[config.mk]
export PLATFORM = sky130hd
export DESIGN_NAME = sorted_list_engine_flat
export DESIGN_NICKNAME = d
export VERILOG_FILES = /design/src/hdl/sle_pkg.sv /design/src/hdl/sle_req_if.sv /design/src/hdl/sle_rsp_if.sv /design/src/hdl/sle_ram.sv /design/src/hdl/sle_ctrl.sv /design/src/hdl/sle_dp.sv /design/src/hdl/sorted_list_engine.sv /design/src/flat_wrapper.sv
export SDC_FILE = /design/constraint.sdc
export NUM_CORES = 2
export LEC_CHECK = 0
export BUFFER_PORTS_ARGS = -buffer_cell sky130_fd_sc_hd__buf_2
export CAP_MARGIN = 20
export CORE_ASPECT_RATIO = 1.2
export CORE_UTILIZATION = 30
export CTS_CLUSTER_DIAMETER = 200
export CTS_CLUSTER_SIZE = 25
export DETAILED_ROUTE_END_ITERATION = 8
export PLACE_DENSITY_LB_ADDON = 0.1
export RECOVER_POWER = 100
export SYNTH_ARGS = -nofsm -noshare
export SYNTH_HDL_FRONTEND = slang
export SYNTH_SLANG_ARGS = --single-unit
[constraint.sdc]
create_clock -name clk -period 10.65 [get_ports clk]
set_input_delay 1.065 -clock clk [delete_from_list [all_inputs] [get_ports clk]]
set_output_delay 1.065 -clock clk [all_outputs]
set_load 0.1 [all_outputs]
[src/hdl/sle_pkg.sv]
// Shared constants, codes and controller/datapath types of the sorted list engine.
package sle_pkg;

  localparam int DEPTH    = 64;
  localparam int IDX_W    = $clog2(DEPTH);
  localparam int CNT_W    = $clog2(DEPTH + 1);
  localparam int DATA_W   = 32;
  localparam int MODE_W   = 3;
  localparam int STATUS_W = 2;
  localparam int POS_W    = 6;
  localparam int COUNT_W  = 7;

  localparam logic [MODE_W-1:0] MODE_INSERT        = 3'd0;
  localparam logic [MODE_W-1:0] MODE_INSERT_ABSENT = 3'd1;
  localparam logic [MODE_W-1:0] MODE_SEARCH        = 3'd2;
  localparam logic [MODE_W-1:0] MODE_DELETE        = 3'd3;
  localparam logic [MODE_W-1:0] MODE_POP           = 3'd4;
  localparam logic [MODE_W-1:0] MODE_CLEAR         = 3'd5;

  localparam logic [STATUS_W-1:0] ST_OK        = 2'd0;
  localparam logic [STATUS_W-1:0] ST_NOT_FOUND = 2'd1;
  localparam logic [STATUS_W-1:0] ST_FULL      = 2'd2;
  localparam logic [STATUS_W-1:0] ST_EMPTY     = 2'd3;

  typedef enum logic [3:0] {
    S_IDLE,
    S_DECODE,
    S_SCAN_RD,
    S_SCAN_CMP,
    S_UP_RD,
    S_UP_WR,
    S_DN_RD,
    S_DN_WR,
    S_DONE
  } ctrl_state_t;

  typedef enum logic [1:0] {
    RD_IDX,
    RD_PREV,
    RD_NEXT
  } rd_sel_t;

  typedef enum logic {
    WR_MOVE,
    WR_VALUE
  } wr_sel_t;

  typedef enum logic [1:0] {
    VOUT_KEEP,
    VOUT_VALUE,
    VOUT_RDATA
  } vout_sel_t;

  typedef struct packed {
    logic                load;
    logic                rd_en;
    rd_sel_t             rd_sel;
    logic                wr_en;
    wr_sel_t             wr_sel;
    logic                idx_inc;
    logic                idx_dec;
    logic                idx_to_cnt;
    logic                set_pos;
    logic                set_found;
    logic                set_status;
    logic [STATUS_W-1:0] status;
    vout_sel_t           vout_sel;
    logic                cnt_inc;
    logic                cnt_dec;
    logic                cnt_clr;
    logic                out_load;
  } sle_cmd_t;

  typedef struct packed {
    logic [MODE_W-1:0] mode;
    logic              full;
    logic              empty;
    logic              at_end;
    logic              at_pos;
    logic              last;
    logic              gt;
    logic              eq;
    logic              out_stall;
  } sle_stat_t;

endpackage

[src/hdl/sle_req_if.sv]
// Request channel: operation and operand with valid/ready handshake.
interface sle_req_if;
  import sle_pkg::*;

  logic                     valid;
  logic                     ready;
  logic [MODE_W-1:0]        mode;
  logic signed [DATA_W-1:0] value;

  modport source (output valid, output mode, output value, input ready);
  modport sink   (input valid, input mode, input value, output ready);
endinterface

[src/hdl/sle_rsp_if.sv]
// Result channel: status, match flag, value, position and count with valid/ready.
interface sle_rsp_if;
  import sle_pkg::*;

  logic                     valid;
  logic                     ready;
  logic [STATUS_W-1:0]      status;
  logic                     found;
  logic signed [DATA_W-1:0] value_out;
  logic [POS_W-1:0]         position;
  logic [COUNT_W-1:0]       count;

  modport source (output valid, output status, output found, output value_out,
                  output position, output count, input ready);
  modport sink   (input valid, input status, input found, input value_out,
                  input position, input count, output ready);
endinterface

[src/hdl/sle_ram.sv]
// Generic simple dual-port RAM: one write port, one read port with registered data.
module sle_ram #(
  parameter int WIDTH = 32,
  parameter int DEPTH = 64
) (
  input  logic                     clk,
  input  logic                     wr_en,
  input  logic [$clog2(DEPTH)-1:0] wr_addr,
  input  logic [WIDTH-1:0]         wr_data,
  input  logic                     rd_en,
  input  logic [$clog2(DEPTH)-1:0] rd_addr,
  output logic [WIDTH-1:0]         rd_data
);

  logic [WIDTH-1:0] mem [DEPTH];

  always_ff @(posedge clk) begin
    if (wr_en) begin
      mem[wr_addr] <= wr_data;
    end
    if (rd_en) begin
      rd_data <= mem[rd_addr];
    end
  end

endmodule

[src/hdl/sle_ctrl.sv]
// Controller: sequences scan, shift and result transfer for each request.
module sle_ctrl (
  input  logic               clk,
  input  logic               rst_n,
  input  logic               in_valid,
  output logic               in_ready,
  input  sle_pkg::sle_stat_t stat,
  output sle_pkg::sle_cmd_t  cmd
);
  import sle_pkg::*;

  typedef enum logic [2:0] {
    ACT_NONE,
    ACT_INSERT,
    ACT_MATCH,
    ACT_DELETE,
    ACT_FULL,
    ACT_MISS,
    ACT_POP
  } act_t;

  ctrl_state_t state_r, state_nxt;
  act_t        act;
  logic        act_go;
  logic        stop;
  logic        hit;

  always_ff @(posedge clk) begin
    if (!rst_n) begin
      state_r <= S_IDLE;
    end else begin
      state_r <= state_nxt;
    end
  end

  // Scan ends at the first entry that settles the request, or at the list end.
  always_comb begin
    case (stat.mode)
      MODE_INSERT:                                   stop = stat.gt;
      MODE_INSERT_ABSENT, MODE_SEARCH, MODE_DELETE:  stop = stat.gt | stat.eq;
      default:                                       stop = 1'b1;
    endcase
    hit    = (state_r == S_SCAN_CMP) && stat.eq;
    act_go = ((state_r == S_SCAN_RD) && stat.at_end) ||
             ((state_r == S_SCAN_CMP) && stop);
    case (stat.mode)
      MODE_INSERT:        act = ACT_INSERT;
      MODE_INSERT_ABSENT: act = hit ? ACT_MATCH : (stat.full ? ACT_FULL : ACT_INSERT);
      MODE_SEARCH:        act = hit ? ACT_MATCH : ACT_MISS;
      MODE_DELETE:        act = hit ? ACT_DELETE : ACT_MISS;
      MODE_POP:           act = ACT_POP;
      default:            act = ACT_NONE;
    endcase
  end

  always_comb begin
    state_nxt = state_r;
    unique case (state_r)
      S_IDLE: begin
        if (in_valid) begin
          state_nxt = S_DECODE;
        end
      end
      S_DECODE: begin
        case (stat.mode)
          MODE_INSERT:                                  state_nxt = stat.full ? S_DONE : S_SCAN_RD;
          MODE_INSERT_ABSENT, MODE_SEARCH, MODE_DELETE: state_nxt = S_SCAN_RD;
          MODE_POP:                                     state_nxt = stat.empty ? S_DONE : S_SCAN_RD;
          default:                                      state_nxt = S_DONE;
        endcase
      end
      S_SCAN_RD, S_SCAN_CMP: begin
        if (act_go) begin
          case (act)
            ACT_INSERT:          state_nxt = S_UP_RD;
            ACT_DELETE, ACT_POP: state_nxt = S_DN_RD;
            default:             state_nxt = S_DONE;
          endcase
        end else begin
          state_nxt = (state_r == S_SCAN_RD) ? S_SCAN_CMP : S_SCAN_RD;
        end
      end
      S_UP_RD: state_nxt = stat.at_pos ? S_DONE : S_UP_WR;
      S_UP_WR: state_nxt = S_UP_RD;
      S_DN_RD: state_nxt = stat.last ? S_DONE : S_DN_WR;
      S_DN_WR: state_nxt = S_DN_RD;
      S_DONE: begin
        if (!stat.out_stall) begin
          state_nxt = S_IDLE;
        end
      end
      default: state_nxt = S_IDLE;
    endcase
  end

  always_comb begin
    cmd      = '0;
    in_ready = (state_r == S_IDLE);
    unique case (state_r)
      S_IDLE: begin
        cmd.load = in_valid;
      end
      S_DECODE: begin
        if (stat.mode == MODE_INSERT && stat.full) begin
          cmd.set_status = 1'b1;
          cmd.status     = ST_FULL;
        end else if (stat.mode == MODE_POP && stat.empty) begin
          cmd.set_status = 1'b1;
          cmd.status     = ST_EMPTY;
        end else if (stat.mode == MODE_CLEAR) begin
          cmd.cnt_clr = 1'b1;
        end
      end
      S_SCAN_RD, S_SCAN_CMP: begin
        if (act_go) begin
          case (act)
            ACT_INSERT: begin
              cmd.set_pos    = 1'b1;
              cmd.idx_to_cnt = 1'b1;
              cmd.vout_sel   = VOUT_VALUE;
            end
            ACT_MATCH, ACT_DELETE: begin
              cmd.set_pos   = 1'b1;
              cmd.set_found = 1'b1;
              cmd.vout_sel  = VOUT_VALUE;
            end
            ACT_FULL: begin
              cmd.set_status = 1'b1;
              cmd.status     = ST_FULL;
            end
            ACT_MISS: begin
              cmd.set_status = 1'b1;
              cmd.status     = ST_NOT_FOUND;
            end
            ACT_POP: begin
              cmd.set_pos  = 1'b1;
              cmd.vout_sel = VOUT_RDATA;
            end
            default: ;
          endcase
        end else if (state_r == S_SCAN_RD) begin
          cmd.rd_en  = 1'b1;
          cmd.rd_sel = RD_IDX;
        end else begin
          cmd.idx_inc = 1'b1;
        end
      end
      S_UP_RD: begin
        if (stat.at_pos) begin
          cmd.wr_en   = 1'b1;
          cmd.wr_sel  = WR_VALUE;
          cmd.cnt_inc = 1'b1;
        end else begin
          cmd.rd_en  = 1'b1;
          cmd.rd_sel = RD_PREV;
        end
      end
      S_UP_WR: begin
        cmd.wr_en   = 1'b1;
        cmd.wr_sel  = WR_MOVE;
        cmd.idx_dec = 1'b1;
      end
      S_DN_RD: begin
        if (stat.last) begin
          cmd.cnt_dec = 1'b1;
        end else begin
          cmd.rd_en  = 1'b1;
          cmd.rd_sel = RD_NEXT;
        end
      end
      S_DN_WR: begin
        cmd.wr_en   = 1'b1;
        cmd.wr_sel  = WR_MOVE;
        cmd.idx_inc = 1'b1;
      end
      S_DONE: begin
        cmd.out_load = !stat.out_stall;
      end
      default: ;
    endcase
  end

  a_accept_decode: assert property (@(posedge clk) disable iff (!rst_n)
    (state_r == S_IDLE && in_valid) |=> (state_r == S_DECODE))
    else $error("accepted request did not start decode");

  a_load_free: assert property (@(posedge clk) disable iff (!rst_n)
    cmd.out_load |-> !stat.out_stall)
    else $error("result loaded over a stalled result");

  a_no_rw_clash: assert property (@(posedge clk) disable iff (!rst_n)
    !(cmd.rd_en && cmd.wr_en))
    else $error("read and write issued in the same cycle");

endmodule

[src/hdl/sle_dp.sv]
// Datapath: list storage, scan index, entry count, compare and result registers.
module sle_dp (
  input  logic                             clk,
  input  logic                             rst_n,
  input  logic [sle_pkg::MODE_W-1:0]       in_mode,
  input  logic signed [sle_pkg::DATA_W-1:0] in_value,
  input  logic                             out_ready,
  input  sle_pkg::sle_cmd_t                cmd,
  output sle_pkg::sle_stat_t               stat,
  output logic                             out_valid,
  output logic [sle_pkg::STATUS_W-1:0]     out_status,
  output logic                             out_found,
  output logic signed [sle_pkg::DATA_W-1:0] out_value,
  output logic [sle_pkg::POS_W-1:0]        out_position,
  output logic [sle_pkg::COUNT_W-1:0]      out_count
);
  import sle_pkg::*;

  logic [MODE_W-1:0]        mode_r;
  logic signed [DATA_W-1:0] val_r;
  logic [CNT_W-1:0]         cnt_r;
  logic [CNT_W-1:0]         idx_r;
  logic [IDX_W-1:0]         pos_r;
  logic [STATUS_W-1:0]      status_r;
  logic                     found_r;
  logic signed [DATA_W-1:0] vout_r;

  logic                     out_valid_r;
  logic [STATUS_W-1:0]      out_status_r;
  logic                     out_found_r;
  logic signed [DATA_W-1:0] out_value_r;
  logic [POS_W-1:0]         out_position_r;
  logic [COUNT_W-1:0]       out_count_r;

  logic [CNT_W-1:0]  idx_prev;
  logic [CNT_W-1:0]  idx_next;
  logic [IDX_W-1:0]  rd_addr;
  logic [DATA_W-1:0] wr_data;
  logic [DATA_W-1:0] rd_data;

  assign idx_prev = idx_r - CNT_W'(1);
  assign idx_next = idx_r + CNT_W'(1);

  always_comb begin
    case (cmd.rd_sel)
      RD_PREV: rd_addr = idx_prev[IDX_W-1:0];
      RD_NEXT: rd_addr = idx_next[IDX_W-1:0];
      default: rd_addr = idx_r[IDX_W-1:0];
    endcase
  end

  assign wr_data = (cmd.wr_sel == WR_VALUE) ? val_r : rd_data;

  sle_ram #(
    .WIDTH (DATA_W),
    .DEPTH (DEPTH)
  ) u_ram (
    .clk     (clk),
    .wr_en   (cmd.wr_en),
    .wr_addr (idx_r[IDX_W-1:0]),
    .wr_data (wr_data),
    .rd_en   (cmd.rd_en),
    .rd_addr (rd_addr),
    .rd_data (rd_data)
  );

  always_comb begin
    stat.mode      = mode_r;
    stat.full      = (cnt_r == CNT_W'(DEPTH));
    stat.empty     = (cnt_r == '0);
    stat.at_end    = (idx_r == cnt_r);
    stat.at_pos    = (idx_r == CNT_W'(pos_r));
    stat.last      = (idx_next >= cnt_r);
    stat.gt        = ($signed(rd_data) > val_r);
    stat.eq        = (rd_data == val_r);
    stat.out_stall = out_valid_r && !out_ready;
  end

  always_ff @(posedge clk) begin
    if (!rst_n) begin
      cnt_r <= '0;
    end else if (cmd.cnt_clr) begin
      cnt_r <= '0;
    end else if (cmd.cnt_inc) begin
      cnt_r <= cnt_r + CNT_W'(1);
    end else if (cmd.cnt_dec) begin
      cnt_r <= cnt_r - CNT_W'(1);
    end
  end

  // Working registers of the request in progress.
  always_ff @(posedge clk) begin
    if (cmd.load) begin
      mode_r   <= in_mode;
      val_r    <= in_value;
      idx_r    <= '0;
      pos_r    <= '0;
      status_r <= ST_OK;
      found_r  <= 1'b0;
      vout_r   <= '0;
    end else begin
      if (cmd.idx_to_cnt) begin
        idx_r <= cnt_r;
      end else if (cmd.idx_inc) begin
        idx_r <= idx_next;
      end else if (cmd.idx_dec) begin
        idx_r <= idx_prev;
      end
      if (cmd.set_pos) begin
        pos_r <= idx_r[IDX_W-1:0];
      end
      if (cmd.set_status) begin
        status_r <= cmd.status;
      end
      if (cmd.set_found) begin
        found_r <= 1'b1;
      end
      case (cmd.vout_sel)
        VOUT_VALUE: vout_r <= val_r;
        VOUT_RDATA: vout_r <= $signed(rd_data);
        default:    ;
      endcase
    end
  end

  // Output register: hold a result until its transfer completes.
  always_ff @(posedge clk) begin
    if (!rst_n) begin
      out_valid_r <= 1'b0;
    end else if (cmd.out_load) begin
      out_valid_r <= 1'b1;
    end else if (out_ready) begin
      out_valid_r <= 1'b0;
    end
  end

  always_ff @(posedge clk) begin
    if (cmd.out_load) begin
      out_status_r   <= status_r;
      out_found_r    <= found_r;
      out_value_r    <= vout_r;
      out_position_r <= POS_W'(pos_r);
      out_count_r    <= COUNT_W'(cnt_r);
    end
  end

  assign out_valid    = out_valid_r;
  assign out_status   = out_status_r;
  assign out_found    = out_found_r;
  assign out_value    = out_value_r;
  assign out_position = out_position_r;
  assign out_count    = out_count_r;

  a_cnt_bound: assert property (@(posedge clk) disable iff (!rst_n)
    cnt_r <= CNT_W'(DEPTH))
    else $error("entry count above depth");

  a_inc_room: assert property (@(posedge clk) disable iff (!rst_n)
    cmd.cnt_inc |-> (cnt_r != CNT_W'(DEPTH)))
    else $error("insert into a full list");

  a_wr_in_list: assert property (@(posedge clk) disable iff (!rst_n)
    cmd.wr_en |-> ((idx_r < CNT_W'(DEPTH)) && (idx_r <= cnt_r)))
    else $error("write outside the occupied range");

endmodule

[src/hdl/sorted_list_engine.sv]
// A transferred request is decoded; clear, insert to a full list, pop from an empty list and
// unused codes finish there. Otherwise entries are compared in order up to the first one that
// settles the request or the list end; insert then shifts later entries up, delete and pop down.
// One request at a time: a new request is taken only after the last result is loaded.
// rst_n (synchronous, active low) empties the list and drops any pending result.
// Storage is not cleared; only occupied slots are ever read, so no clearing pass.
module sorted_list_engine (
  input logic      clk,
  input logic      rst_n,
  sle_req_if.sink  in_req,
  sle_rsp_if.source out_rsp
);
  import sle_pkg::*;

  sle_cmd_t  cmd;
  sle_stat_t stat;

  sle_ctrl u_ctrl (
    .clk      (clk),
    .rst_n    (rst_n),
    .in_valid (in_req.valid),
    .in_ready (in_req.ready),
    .stat     (stat),
    .cmd      (cmd)
  );

  sle_dp u_dp (
    .clk          (clk),
    .rst_n        (rst_n),
    .in_mode      (in_req.mode),
    .in_value     (in_req.value),
    .out_ready    (out_rsp.ready),
    .cmd          (cmd),
    .stat         (stat),
    .out_valid    (out_rsp.valid),
    .out_status   (out_rsp.status),
    .out_found    (out_rsp.found),
    .out_value    (out_rsp.value_out),
    .out_position (out_rsp.position),
    .out_count    (out_rsp.count)
  );

endmodule

[src/flat_wrapper.sv]
// flat-port wrapper written by rule: the top's interface ports become plain ports
module sorted_list_engine_flat import sle_pkg::*;
  (clk, rst_n, in_req_valid, in_req_mode, in_req_value, in_req_ready, out_rsp_valid, out_rsp_status, out_rsp_found, out_rsp_value_out, out_rsp_position, out_rsp_count, out_rsp_ready);
  sle_req_if in_req_i ();
  sle_rsp_if out_rsp_i ();
  input logic clk;
  input logic rst_n;
  input wire logic [$bits(in_req_i.valid)-1:0] in_req_valid;
  input wire logic [$bits(in_req_i.mode)-1:0] in_req_mode;
  input wire logic [$bits(in_req_i.value)-1:0] in_req_value;
  output wire logic [$bits(in_req_i.ready)-1:0] in_req_ready;
  output wire logic [$bits(out_rsp_i.valid)-1:0] out_rsp_valid;
  output wire logic [$bits(out_rsp_i.status)-1:0] out_rsp_status;
  output wire logic [$bits(out_rsp_i.found)-1:0] out_rsp_found;
  output wire logic [$bits(out_rsp_i.value_out)-1:0] out_rsp_value_out;
  output wire logic [$bits(out_rsp_i.position)-1:0] out_rsp_position;
  output wire logic [$bits(out_rsp_i.count)-1:0] out_rsp_count;
  input wire logic [$bits(out_rsp_i.ready)-1:0] out_rsp_ready;
  assign in_req_i.valid = in_req_valid;
  assign in_req_i.mode = in_req_mode;
  assign in_req_i.value = in_req_value;
  assign in_req_ready = in_req_i.ready;
  assign out_rsp_valid = out_rsp_i.valid;
  assign out_rsp_status = out_rsp_i.status;
  assign out_rsp_found = out_rsp_i.found;
  assign out_rsp_value_out = out_rsp_i.value_out;
  assign out_rsp_position = out_rsp_i.position;
  assign out_rsp_count = out_rsp_i.count;
  assign out_rsp_i.ready = out_rsp_ready;
  sorted_list_engine u_core (.clk(clk), .rst_n(rst_n), .in_req(in_req_i), .out_rsp(out_rsp_i));
endmodule
==> summary.txt <==
RSZ-0062 raised after global routing: no
Commonest cells post-synth: edfxtp_1 (2,163), mux4_2 (512), mux2i_1 (300)
Synth top area cells: edfxtp_1 (75%), mux4_2 (13%), mux2i_1 (3.5%)
Post-Syn Area: 87,000 sq um
Area leader, netlist: edfxtp_1
Area growth syn-to-layout: 9.84%
Starting Density: 0.302
Worst reg2reg path depth: 18
DRC viols: 0
Slowest CP cell: clkbuf_2
Root Buffer: clkbuf_16
Rows: 216
Final min period: 8.98 ns
CTS Hold Buffers Added: 0
WHS Path Cells: 0
Setup CP Type: reg -> reg
Yosys reg bits: 2,223
Fill cell count: 27,200
Die Ht: 592 um
Post-synth top area share: 0.747
Relative slew margins: -2.07
Buffers on Ports: 88
Total core area: 288,000 sq um
Power Density: 182 nW/um^2
GRT busiest layer: met2
Count leader, synth: edfxtp_1
# Post-CTS Setup Buffers: 0
Area of the multi-input gates: 20,300 sq um
WL per Instance: 32.0 um
Slew Viols, Final: 4,393
CP Launch Type: flip-flop
Final worst-path cycle share: 0.843
Util after Layout: 0.331
Reg-to-reg slack, setup: 1.67 ns
Sequential area share after synthesis: 0.760
Hold Fails Final Rpt: 0
Synth Flop Type: edfxtp_1
Die W: 494 um
HPWL Detailed: 144 mm
Via count: 40,600
Failing checks: max-capacitance violations, max-slew violations
Met3 Usage GRT: 0.0237
Hold EP: u_core.u_dp.out_value[23]
Clk buf depth: 3
Outcome: finished with violations
GRT Util Overall: 0.177
Hold Path Origin: u_core.u_dp.vout_r[23]
Sequential Area: 66,200 sq um
I/O Pins: 89
Leak: 28.7 nW
Clock transition at path regs: 0.12 ns
Worst hold path type: reg -> reg
Total iterations of the first detailed-routing run: 7
Met2 GRT Util: 0.304
Number of cells produced by synthesis: 4,141
Routability congestion estimate: 0.763
Max VDD drop: 0.121 mV
Post-route ant nets: 0
Number of synthesized flops with an enable pin: 2,163
Buf/Inv on CP: 3
Reg2reg end: u_core.u_dp.u_ram.rd_data[12]
Pin count of the biggest net entering global routing: 97
Crit path cell chain: ha_1, nand3_1, xnor2_1, ha_1, a21o_1, a21oi_1, o21ai_0, nand2b_1, ha_1, nor3_1, a21oi_4, clkbuf_2, buf_12, buf_12, mux4_2, mux2_2, a21oi_1, o221ai_1
Crit Path Max Fanout: 52
Synth Area per Inst: 21.0 sq um
Max Cap Viol: 115
WL final: 261 mm
Number of DRC markers in iteration 0: 3,593
Most common cell on crit path: ha_1
Setup TNS: 0 ns
Layout cell share with drive strength beyond 1: 0.197
Worst-Skew Late Latency: 0.80 ns
Post-CTS sizing: 0
Yosys Warn Count: 0
H-tree depth: 3
CTS tree: yes
Maximum clock frequency: 0.111 GHz
Sink Count: 2,223
First-pass GRT wire length: 357 mm
CP required: 11.14 ns
Final global-route overflow total: 0
Async set-reset flop share out of synthesis: 0
Worst Max-Slew Pin Slew: 4.56 ns
R2R Path Start: u_core.u_dp.idx_r[0]
Worst Setup End Kind: flip-flop
Num CTS Buffers: 98
Worst path max stage delay: 1.37 ns
Critical path data arrival time: 9.48 ns
Post-route clock skew: 0.0532 ns
Setup violators final: 0
Via density: 4.98
Die ar.: 292,000 sq um
Met1 Use GR: 0.231
Initial antenna violation count: 17
Yosys cell types: 65
Crit-path leading delay family: compound AO/OA/AOI/OAI gates
Vias in the first global route: 42,500
Post-Syn Nets: 4,230
Final nets: 4,379
==> flip-flops by register name, indices dropped and copies added, names as in the netlist <==
register / count
u_core.u_ctrl.state_r: 4
u_core.u_dp.cnt_r: 7
u_core.u_dp.found_r: 1
u_core.u_dp.idx_r: 7
u_core.u_dp.mode_r: 3
u_core.u_dp.out_count: 7
u_core.u_dp.out_found: 1
u_core.u_dp.out_position: 6
u_core.u_dp.out_status: 2
u_core.u_dp.out_valid: 1
u_core.u_dp.out_value: 32
u_core.u_dp.pos_r: 6
u_core.u_dp.status_r: 2
u_core.u_dp.u_ram.mem: 2048
u_core.u_dp.u_ram.rd_data: 32
u_core.u_dp.val_r: 32
u_core.u_dp.vout_r: 32
==> worst reg2reg max path: stages (launching register included) <==
cell and delay [ns]:
dfxtp_1 0.79, ha_1 0.52, nand3_1 0.15, xnor2_1 0.20, ha_1 0.22, a21o_1 0.17, a21oi_1 0.18, o21ai_0 0.26
nand2b_1 0.26, ha_1 0.70, nor3_1 0.17, a21oi_4 0.80, clkbuf_2 1.39, buf_12 0.58, buf_12 0.43, mux4_2 0.55
mux2_2 0.27, a21oi_1 0.80, o221ai_1 0.25
==> through the flow <==
step                power (mW)  hold WS [ns]  area [sq um]  instances  worst slack (ns)
floorplan                 12.0         0.408         87000       4141              5.27
global placement          13.1         0.416         93700       8003              1.76
detailed placement        13.1         0.416         93700       8004              2.30
CTS                       17.6         0.374         96400       8137              2.27
global route              18.0         0.404         95500       8143             0.955
finish                    17.3         0.427         95600       8151              1.67
==> cell type report <==
type	count	area share
sequential	2223	0.692
clock inverter	7	0.000786
tap	3815	0.0499
timing repair buffer	263	0.0152
inverter	56	0.00220
antenna	13	0.000340
clock buffer	126	0.0268
multi-input combinational	1648	0.212
==> logic make-up after synthesis <==
group / count (synthesis) / share of synthesized area
compound gates: 299 / 0.0220
xor+xnor: 26 / 0.00262
fa+ha+maj: 50 / 0.00728
buf+inv: 270 / 0.0129
flops: 2223 / 0.760
mux: 877 / 0.175
simple gates: 396 / 0.0193
==> per-layer routing <==
metal	share of wire	vias to the layer above
met4	0.036	8
li1	-	17300
met5	0.00016	-
met1	0.43	22300
met3	0.043	229
met2	0.49	856
==> report_power, final <==
group	leakage, nW	internal [mW]	total [mW]	switching [mW]
clock network	1.28	1.71	4.46	2.75
registers	20.0	10.2	10.3	0.134
logic	7.48	0.761	2.59	1.83
total	28.7	12.6	17.3	4.71
==> placed cells by master (no fill, tap or decap), types with 7 or more instances in the layout <==
cell / count
mux4_2: 512
nor2b_1: 9
buf_2: 22
clkbuf_1: 200
edfxtp_1: 2163
buf_12: 15
clkbuf_16: 98
nor3_1: 7
o21ai_4: 20
a21o_1: 8
ha_1: 49
nand2_1: 74
mux2_2: 65
buf_4: 51
mux2i_1: 300
inv_1: 56
o221ai_1: 36
a21oi_1: 119
nand4_1: 14
o21ai_0: 27
xnor2_1: 12
nor2_1: 197
a22oi_1: 38
nand3_1: 19
nor2_4: 47
diode_2: 13
dfxtp_1: 60
xor2_1: 14
==> worst max path at each step <==
stage	startpoint	to	cells past startpoint	slack, ns
after global placement	u_core.u_dp.idx_r[3]	u_core.u_dp.u_ram.rd_data[22]	18	1.76
after global routing	u_core.u_dp.idx_r[0]	u_core.u_dp.u_ram.rd_data[13]	18	0.95
after detailed placement	u_core.u_dp.idx_r[3]	u_core.u_dp.u_ram.rd_data[23]	17	2.30
after floorplan	u_core.u_dp.idx_r[0]	u_core.u_dp.u_ram.mem[0][22]	9	5.27
final	u_core.u_dp.idx_r[0]	u_core.u_dp.u_ram.rd_data[12]	18	1.67
after CTS	u_core.u_dp.idx_r[3]	u_core.u_dp.u_ram.rd_data[23]	17	2.27
Note: power is estimated with default switching activity, not from simulation.
